==> src/wheel_speed_pid_assert.svh <==
// ----------------------------------------------------------------------------
// Wheel speed PID assertion macros
// Clocked assertion helpers, quiet while reset is asserted. Empty when the
// SYNTHESIS macro is set.
// ----------------------------------------------------------------------------
`ifndef WHEEL_SPEED_PID_ASSERT_SVH
`define WHEEL_SPEED_PID_ASSERT_SVH

`ifndef SYNTHESIS

// Check a property at every rising clock edge outside reset
`define WSP_ASSERT(lbl, prop, msg) \
  lbl: assert property (@(posedge clk_i) disable iff (!rst_ni) prop) else $error(msg);

// Check that a condition in one cycle leads to a condition in the next
`define WSP_ASSERT_NEXT(lbl, pre, post, msg) \
  `WSP_ASSERT(lbl, (pre) |=> (post), msg)

`else

`define WSP_ASSERT(lbl, prop, msg)
`define WSP_ASSERT_NEXT(lbl, pre, post, msg)

`endif

`endif

==> src/wsp_pkg.sv <==
// ----------------------------------------------------------------------------
// Wheel speed PID package
// Widths, register indexes, reset values and shared types.
// ----------------------------------------------------------------------------
`default_nettype none

package wsp_pkg;

  // Field widths
  localparam int unsigned SpeedW  = 13;
  localparam int unsigned ErrW    = SpeedW + 1;
  localparam int unsigned GainW   = 10;
  localparam int unsigned LimitW  = 15;
  localparam int unsigned AccW    = 16;
  localparam int unsigned CfgIdxW = 3;

  // Stream widths
  localparam int unsigned InDataW  = 32;
  localparam int unsigned OutDataW = AccW;

  // Reset values of the configuration registers
  localparam logic [GainW-1:0]  KpReset   = GainW'(100);
  localparam logic [GainW-1:0]  KiReset   = GainW'(30);
  localparam logic [GainW-1:0]  KdReset   = GainW'(4);
  localparam logic [LimitW-1:0] ILimReset = LimitW'(8700);
  localparam logic [LimitW-1:0] OLimReset = LimitW'(8700);

  // Saturation bounds of the P/D accumulator
  localparam logic signed [AccW-1:0] AccMax = {1'b0, {(AccW-1){1'b1}}};
  localparam logic signed [AccW-1:0] AccMin = {1'b1, {(AccW-1){1'b0}}};

  // Configuration register indexes
  typedef enum logic [CfgIdxW-1:0] {
    REG_KP   = 3'd0,
    REG_KI   = 3'd1,
    REG_KD   = 3'd2,
    REG_ILIM = 3'd3,
    REG_OLIM = 3'd4
  } reg_idx_e;

  // Gains and limits as seen by the datapath
  typedef struct packed {
    logic [GainW-1:0]  kp;
    logic [GainW-1:0]  ki;
    logic [GainW-1:0]  kd;
    logic [LimitW-1:0] ilim;
    logic [LimitW-1:0] olim;
  } cfg_t;

  // Loop state carried from one tick to the next
  typedef struct packed {
    logic signed [ErrW-1:0] err_prev;
    logic signed [ErrW-1:0] err_prev2;
    logic signed [AccW-1:0] int_acc;
    logic signed [AccW-1:0] pd_acc;
  } state_t;

endpackage

`default_nettype wire

==> src/wsp_cfg_regs.sv <==
// ----------------------------------------------------------------------------
// Wheel speed PID configuration registers
// Holds gains and limits; one register written per transfer, unknown
// indexes dropped.
// ----------------------------------------------------------------------------
`default_nettype none

module wsp_cfg_regs (
  input  wire logic                            clk_i,
  input  wire logic                            rst_ni,
  input  wire logic                            cfg_valid_i,
  output logic                                 cfg_ready_o,
  input  wire logic [wsp_pkg::CfgIdxW-1:0]     cfg_index_i,
  input  wire logic [wsp_pkg::LimitW-1:0]      cfg_data_i,
  output wsp_pkg::cfg_t                        cfg_o
);

  wsp_pkg::cfg_t cfg_q, cfg_d;

  // Always take a write
  assign cfg_ready_o = 1'b1;

  // Decode the register index
  always_comb begin
    cfg_d = cfg_q;
    if (cfg_valid_i) begin
      case (wsp_pkg::reg_idx_e'(cfg_index_i))
        wsp_pkg::REG_KP:   cfg_d.kp   = cfg_data_i[wsp_pkg::GainW-1:0];
        wsp_pkg::REG_KI:   cfg_d.ki   = cfg_data_i[wsp_pkg::GainW-1:0];
        wsp_pkg::REG_KD:   cfg_d.kd   = cfg_data_i[wsp_pkg::GainW-1:0];
        wsp_pkg::REG_ILIM: cfg_d.ilim = cfg_data_i;
        wsp_pkg::REG_OLIM: cfg_d.olim = cfg_data_i;
        default:           cfg_d      = cfg_q;
      endcase
    end
  end

  always_ff @(posedge clk_i or negedge rst_ni) begin
    if (!rst_ni) begin
      cfg_q.kp   <= wsp_pkg::KpReset;
      cfg_q.ki   <= wsp_pkg::KiReset;
      cfg_q.kd   <= wsp_pkg::KdReset;
      cfg_q.ilim <= wsp_pkg::ILimReset;
      cfg_q.olim <= wsp_pkg::OLimReset;
    end else begin
      cfg_q <= cfg_d;
    end
  end

  assign cfg_o = cfg_q;

endmodule

`default_nettype wire

==> src/wsp_pid_calc.sv <==
// ----------------------------------------------------------------------------
// Wheel speed PID update
// Forms the error differences, both accumulators with their clamps, the
// duty command and the next loop state for one tick.
// ----------------------------------------------------------------------------
`default_nettype none

module wsp_pid_calc (
  input  wire logic signed [wsp_pkg::ErrW-1:0] err_i,
  input  wire logic                            clr_i,
  input  wsp_pkg::cfg_t                        cfg_i,
  input  wsp_pkg::state_t                      state_i,
  output wsp_pkg::state_t                      state_o,
  output logic signed [wsp_pkg::AccW-1:0]      duty_o
);

  localparam int unsigned D1W   = wsp_pkg::ErrW + 2;
  localparam int unsigned D2W   = wsp_pkg::ErrW + 3;
  localparam int unsigned PdW   = 28;
  localparam int unsigned IntW  = 25;
  localparam int unsigned DutyW = wsp_pkg::AccW + 1;

  logic signed [D1W-1:0]   d1;
  logic signed [D2W-1:0]   d2;
  logic signed [PdW-1:0]   kp_x, kd_x, d1_x, d2_x, pd_sum;
  logic signed [IntW-1:0]  ki_x, e_x, int_sum, ilim_x;
  logic signed [wsp_pkg::AccW-1:0] int_new, pd_new;
  logic signed [DutyW-1:0] duty_sum, olim_x;

  // First and second differences of the error
  assign d1 = D1W'(err_i) - D1W'(state_i.err_prev);
  assign d2 = D2W'(err_i) - (D2W'(state_i.err_prev) <<< 1) + D2W'(state_i.err_prev2);

  // P/D accumulator, saturated to the 16-bit range
  assign kp_x   = PdW'($signed({1'b0, cfg_i.kp}));
  assign kd_x   = PdW'($signed({1'b0, cfg_i.kd}));
  assign d1_x   = PdW'(d1);
  assign d2_x   = PdW'(d2);
  assign pd_sum = PdW'(state_i.pd_acc) + kp_x * d1_x + kd_x * d2_x;

  always_comb begin
    if (pd_sum > PdW'(wsp_pkg::AccMax)) begin
      pd_new = wsp_pkg::AccMax;
    end else if (pd_sum < PdW'(wsp_pkg::AccMin)) begin
      pd_new = wsp_pkg::AccMin;
    end else begin
      pd_new = pd_sum[wsp_pkg::AccW-1:0];
    end
  end

  // Integral accumulator, clamped to the integral limit
  assign ki_x    = IntW'($signed({1'b0, cfg_i.ki}));
  assign e_x     = IntW'(err_i);
  assign ilim_x  = IntW'($signed({1'b0, cfg_i.ilim}));
  assign int_sum = IntW'(state_i.int_acc) + ki_x * e_x;

  always_comb begin
    if (int_sum > ilim_x) begin
      int_new = ilim_x[wsp_pkg::AccW-1:0];
    end else if (int_sum < -ilim_x) begin
      int_new = wsp_pkg::AccW'(-ilim_x);
    end else begin
      int_new = int_sum[wsp_pkg::AccW-1:0];
    end
  end

  // Duty command, clamped to the output limit
  assign olim_x   = DutyW'($signed({1'b0, cfg_i.olim}));
  assign duty_sum = DutyW'(int_new) + DutyW'(pd_new);

  always_comb begin
    if (duty_sum > olim_x) begin
      duty_o = olim_x[wsp_pkg::AccW-1:0];
    end else if (duty_sum < -olim_x) begin
      duty_o = wsp_pkg::AccW'(-olim_x);
    end else begin
      duty_o = duty_sum[wsp_pkg::AccW-1:0];
    end
  end

  // Shift the error history and apply the clear after the update
  always_comb begin
    state_o.err_prev  = err_i;
    state_o.err_prev2 = state_i.err_prev;
    state_o.int_acc   = clr_i ? '0 : int_new;
    state_o.pd_acc    = pd_new;
  end

endmodule

`default_nettype wire

==> src/wheel_speed_pid.sv <==
// ----------------------------------------------------------------------------
// Wheel speed PID: input register (error, clear), output register (duty). One
// tick per cycle unless the output stalls; loop state updates as a tick leaves
// the input register. Reset restores default gains/limits, zeroes loop state.
// ----------------------------------------------------------------------------
`default_nettype none

`include "wheel_speed_pid_assert.svh"

module wheel_speed_pid (
  input  wire logic                              clk_i,
  input  wire logic                              rst_ni,
  // Configuration write channel
  input  wire logic                              cfg_valid_i,
  output logic                                   cfg_ready_o,
  input  wire logic [wsp_pkg::CfgIdxW-1:0]       cfg_index_i,
  input  wire logic [wsp_pkg::LimitW-1:0]        cfg_data_i,
  // Input ticks
  input  wire logic                              s_axis_tvalid,
  output logic                                   s_axis_tready,
  // tdata: [12:0] target_speed, [25:13] measured_speed, [31:26] zero
  input  wire logic [wsp_pkg::InDataW-1:0]       s_axis_tdata,
  // tuser: [0] clear_integral
  input  wire logic                              s_axis_tuser,
  // Duty results
  output logic                                   m_axis_tvalid,
  input  wire logic                              m_axis_tready,
  // tdata: [15:0] duty
  output logic [wsp_pkg::OutDataW-1:0]           m_axis_tdata
);

  localparam int unsigned SW = wsp_pkg::SpeedW;
  localparam int unsigned EW = wsp_pkg::ErrW;

  wsp_pkg::cfg_t   cfg;
  wsp_pkg::state_t state_q, state_d;

  logic signed [SW-1:0] tgt, meas;
  logic signed [EW-1:0] err_in, err_q;
  logic                 clr_q;
  logic                 in_valid_q;
  logic                 out_valid_q;
  logic signed [wsp_pkg::AccW-1:0] duty_d, duty_q;
  logic                 in_xfer, advance;

  wsp_cfg_regs u_cfg (
    .clk_i       (clk_i),
    .rst_ni      (rst_ni),
    .cfg_valid_i (cfg_valid_i),
    .cfg_ready_o (cfg_ready_o),
    .cfg_index_i (cfg_index_i),
    .cfg_data_i  (cfg_data_i),
    .cfg_o       (cfg)
  );

  // Handshake: move a tick on whenever the output register is free or drains
  assign advance       = in_valid_q && (!out_valid_q || m_axis_tready);
  assign s_axis_tready = !in_valid_q || advance;
  assign in_xfer       = s_axis_tvalid && s_axis_tready;

  // Form the error on the way into the input register
  assign tgt    = s_axis_tdata[SW-1:0];
  assign meas   = s_axis_tdata[2*SW-1:SW];
  assign err_in = EW'(tgt) - EW'(meas);

  wsp_pid_calc u_calc (
    .err_i   (err_q),
    .clr_i   (clr_q),
    .cfg_i   (cfg),
    .state_i (state_q),
    .state_o (state_d),
    .duty_o  (duty_d)
  );

  // Valid flags and loop state
  always_ff @(posedge clk_i or negedge rst_ni) begin
    if (!rst_ni) begin
      in_valid_q  <= 1'b0;
      out_valid_q <= 1'b0;
      state_q     <= '0;
    end else begin
      if (in_xfer) begin
        in_valid_q <= 1'b1;
      end else if (advance) begin
        in_valid_q <= 1'b0;
      end
      if (advance) begin
        out_valid_q <= 1'b1;
        state_q     <= state_d;
      end else if (m_axis_tready) begin
        out_valid_q <= 1'b0;
      end
    end
  end

  // Payload registers
  always_ff @(posedge clk_i) begin
    if (in_xfer) begin
      err_q <= err_in;
      clr_q <= s_axis_tuser;
    end
    if (advance) begin
      duty_q <= duty_d;
    end
  end

  assign m_axis_tvalid = out_valid_q;
  assign m_axis_tdata  = duty_q;

  // Checks on the pipeline and the loop state
  `WSP_ASSERT_NEXT(a_in_hold, in_valid_q && !advance, in_valid_q && $stable(err_q), "input register lost a stalled tick")
  `WSP_ASSERT_NEXT(a_hist_shift, advance, (state_q.err_prev == $past(err_q)) && (state_q.err_prev2 == $past(state_q.err_prev)), "error history did not shift")
  `WSP_ASSERT_NEXT(a_clear, advance && clr_q, state_q.int_acc == '0, "integral not cleared")
  `WSP_ASSERT_NEXT(a_state_hold, !advance, $stable(state_q), "loop state changed without a tick")

endmodule

`default_nettype wire

==> config.mk <==
export PLATFORM = sky130hd
export DESIGN_NAME = wheel_speed_pid
export DESIGN_NICKNAME = d
export VERILOG_FILES = /design/src/wsp_pkg.sv /design/src/wsp_cfg_regs.sv /design/src/wsp_pid_calc.sv /design/src/wheel_speed_pid.sv
export VERILOG_INCLUDE_DIRS = /design/src /design/src/src
export SDC_FILE = /design/constraint.sdc
export NUM_CORES = 2
export LEC_CHECK = 0
export BUFFER_PORTS_ARGS = -buffer_cell sky130_fd_sc_hd__buf_2
export CORE_MARGIN = 2
export CORE_UTILIZATION = 58
export DETAILED_ROUTE_END_ITERATION = 6
export PLACE_DENSITY_LB_ADDON = 0.05
export RECOVER_POWER = 50
export SETUP_SLACK_MARGIN = 0.2
export SYNTH_ARGS = -nofsm -noshare
export SYNTH_HDL_FRONTEND = slang
export SYNTH_SLANG_ARGS = --single-unit
==> constraint.sdc <==
create_clock -name clk_i -period 15.2 [get_ports clk_i]
set_clock_uncertainty 0.2 [all_clocks]
set_input_delay 3.04 -clock clk_i [delete_from_list [all_inputs] [get_ports clk_i]]
set_output_delay 3.04 -clock clk_i [all_outputs]
set_load 0.01 [all_outputs]
==> run_results.csv <==
group,metric,value,unit
synthesis,synth-simple-area-share,15.0,%
sta,finalSetupViolCount,16,
sta,min_period,15.87,ns
synthesis,yosys-top-cells-count,"inv_1 (722), fa_1 (496), nand2_1 (389), ha_1 (314), and2_1 (198)",
outcome,violations,"max-capacitance violations, max-slew violations, negative setup slack",
synthesis,ys_warn_count,0,
synthesis,synth_mux_area_share,2.70,%
clock_network,cts-root-buf,"clkbuf_16",
global_route,grt_first_pass_wirelength,131000,microns
setup_path,critPathSlowestCell,"fa_1",
synthesis,syn_area_per_cell,8.97,sq um
setup_path,worstPathRequired,15.21,ns
synthesis,yosysTopAreaCell,"fa_1",
synthesis,syn-cell-area,30900,sq um
synthesis,synth.top_cell.area_share,32.2,%
detailed_routing,viasPerCell,5.49,
synthesis,synth.most_common_cell,"inv_1",
floorplanning,io_pins,75,
clock_network,ctsLongestPathBuffers,2,
synthesis,ys_seq_area_share,13.0,%
setup_path,critPathLaunchType,"flop",
detailed_routing,vias,24600,
setup_path,cp_slowest_stage_delay,0.55,ns
sta,timing.fmax,63.0,MHz
sta,fin_crit_sh,104,%
sta,worst_slack,-0.668,ns
setup_path,worst-setup-path-type,"reg -> reg",
floorplanning,die_y,235,microns
setup_path,cp.arrival,15.87,ns
global_route,antenna_found_initial,0,
clock_network,insertion_delay,0.46,ns
setup_path,path_common_cell,"fa_1",
clock_network,clock_sinks,153,
setup_path,cp-end-kind,"flop",
hold_path,hp-class,"reg -> reg",
synthesis,syn_nets,4308,
sta,tightestPinTransition,4.10,ns
synthesis,async_reset_ff_share,79.7,%
detailed_routing,ant_nets,0,
detailed_routing,drt-total-wl,78400,microns
floorplanning,initial_core_util,58.7,%
setup_path,crit_fanout,7,
floorplanning,dieArea,55100,sq um
clock_network,cts_tree,"yes",
layout,final_nets,4652,
layout,drive_above_1_share,18.1,%
synthesis,synth_edf_count,31,
setup_path,cp-startpoint,"err_q[0]",
placement,dp_hpwl,64500,microns
synthesis,synth_compound_area_share,10.4,%
synthesis,ys_ff_latch,153,
sta,hold_violations,0,
global_route,grt-ovfl-total,0,
detailed_routing,drtIter0Drc,1281,
run,drv_cap,4,
global_route,grt_pass1_vias,26200,
clock_network,numCtsBuffers,17,
synthesis,netlist_instances,3442,
synthesis,ys_top_cells_by_area,"fa_1 (32%), ha_1 (13%), inv_1 (8.8%)",
floorplanning,placementRows,84,
layout,fill_cells,4285,
sta,rsz0062_at_grt,"yes",
global_route,grt_max_degree,73,
detailed_routing,wl_per_cell,17.5,microns
clock_network,cts_hold_buf,0,
outcome,run_status,"finished with violations",
clock_network,cts_htree_levels,4,
floorplanning,chipWidth,235,microns
detailed_routing,dr.pass1.iters,5,
setup_path,r2r_start,"err_q[0]",
synthesis,synth_cell_types,83,
sta,relSlewSlack,-173,%
placement,gp_congestion,0.908,
layout,area_delta_synth_final,16.2,%
floorplanning,core,52600,sq um
synthesis,synth_top_family_by_area,"adder cells",
placement,portBuffers,67,
global_route,grtUsageTotal,29.5,%
synthesis,synthAdderAreaFrac,44.9,%
synthesis,yosys.area_share.xor_xnor,3.95,%
synthesis,synthFlopType,"dfrtp_1",
layout,antenna_cells,0,
placement,dp_worst_setup_slack,-1.39,ns
hold_path,min_from,"clr_q",
clock_network,clk_pin_slew,0.07,ns
detailed_routing,route.detailed.drc,0,
sta,slew_violations,169,
==> final cells by class <==
class	instances	area (sq um)	area share, %
clock buffer	18	439	1.22
clock inverter	14	149	0.415
inverter	722	2710	7.56
multi-input combinational	2471	24700	68.9
sequential	153	4010	11.2
tap	688	861	2.40
timing repair buffer	421	2980	8.32
==> kinds of logic after synthesis <==
group / after synthesis
AOI/OAI and AO/OA: 501
xor gates and xnor gates: 139
adders and majority gates: 810
buffers and inverters: 820
DFF: 153
muxes: 75
other: 1
and+or+nand+nor: 943
==> per-stage QoR <==
step / hold slack (ns) / cells / area, sq um / TNS [ns] / utilization (%)
after global routing: 0.305 / 4487 / 35900 / -19.34 / 68.2
final: 0.266 / 4487 / 35900 / -9.66 / 68.2
after global placement: 0.249 / 4410 / 34200 / -15.97 / 65.1
after detailed placement: 0.258 / 4410 / 34200 / -20.77 / 65.1
after CTS: 0.269 / 4476 / 35600 / -8.36 / 67.8
after floorplan: 0.239 / 3442 / 31100 / 0 / -
==> critical path, delay by kind of cell (launching register included) <==
kind / cells / cell delay, ns
AND/OR/NAND/NOR: 12 / 2.43
buffers and inverters: 12 / 1.35
flip-flops: 1 / 0.43
adder cells (fa/ha/maj): 16 / 6.11
multiplexers: 1 / 0.26
AO/OA/AOI/OAI: 26 / 4.53
XOR/XNOR: 2 / 0.28
==> timing repair <==
item,CTS,global route
gates cloned,3,0
resized for setup,121,52
buffers inserted,31,11
pin swaps,106,62
setup endpoints to repair,16,16
==> flip-flops by register name, summed over array words and instances (netlist names) <==
signal         flops
state_q           60
m_axis_tdata      16
clr_q              1
err_q             14
in_valid_q         1
m_axis_tvalid      1
u_cfg.cfg_o       60
==> layer usage <==
layer	GRT usage [%]	vias up	share of wire, %
met5	0	-	0
met4	8.40	0	2.8
met3	6.16	119	6.8
met2	48.1	638	47
met1	39.8	12300	44
li1	-	11600	-
==> placed cells by master (no fill, tap or decap), types with 11 or more instances in the layout <==
cell	n
a31oi_1	16
or3_1	12
a21o_1	43
clkbuf_1	28
edfxtp_1	31
nor2b_1	42
o211ai_1	11
buf_4	337
and3_1	14
buf_2	45
xnor2_1	97
and2_1	194
dfrtp_1	98
a22o_1	12
mux2i_1	12
nand3_1	32
nor2_1	104
nand2b_1	36
o21a_1	22
o21ai_1	17
buf_6	11
fa_1	487
dfstp_2	24
a21oi_1	90
a21oi_2	15
o21ai_0	128
inv_1	712
clkbuf_16	17
ha_4	18
xor2_1	32
ha_1	291
nand4_1	16
nor3_1	35
mux2_2	60
nand2_1	382
==> path summary, 6_finish.rpt <==
path | cells after the start | to | slack (ns)
hold / removal | 1 | state_q[20] | 0.27
max in group asynchronous | 2 | in_valid_q | 6.48
setup reg to reg | 69 | m_axis_tdata[2] | -0.67
min in group asynchronous | 1 | state_q[48] | 3.32
hold reg to reg | 1 | state_q[20] | 0.27
setup / recovery | 69 | m_axis_tdata[2] | -0.67
Power is left out: the tool's default activity adds up to more than one toggle a clock period on the data nets, which glitch-free logic cannot reach.
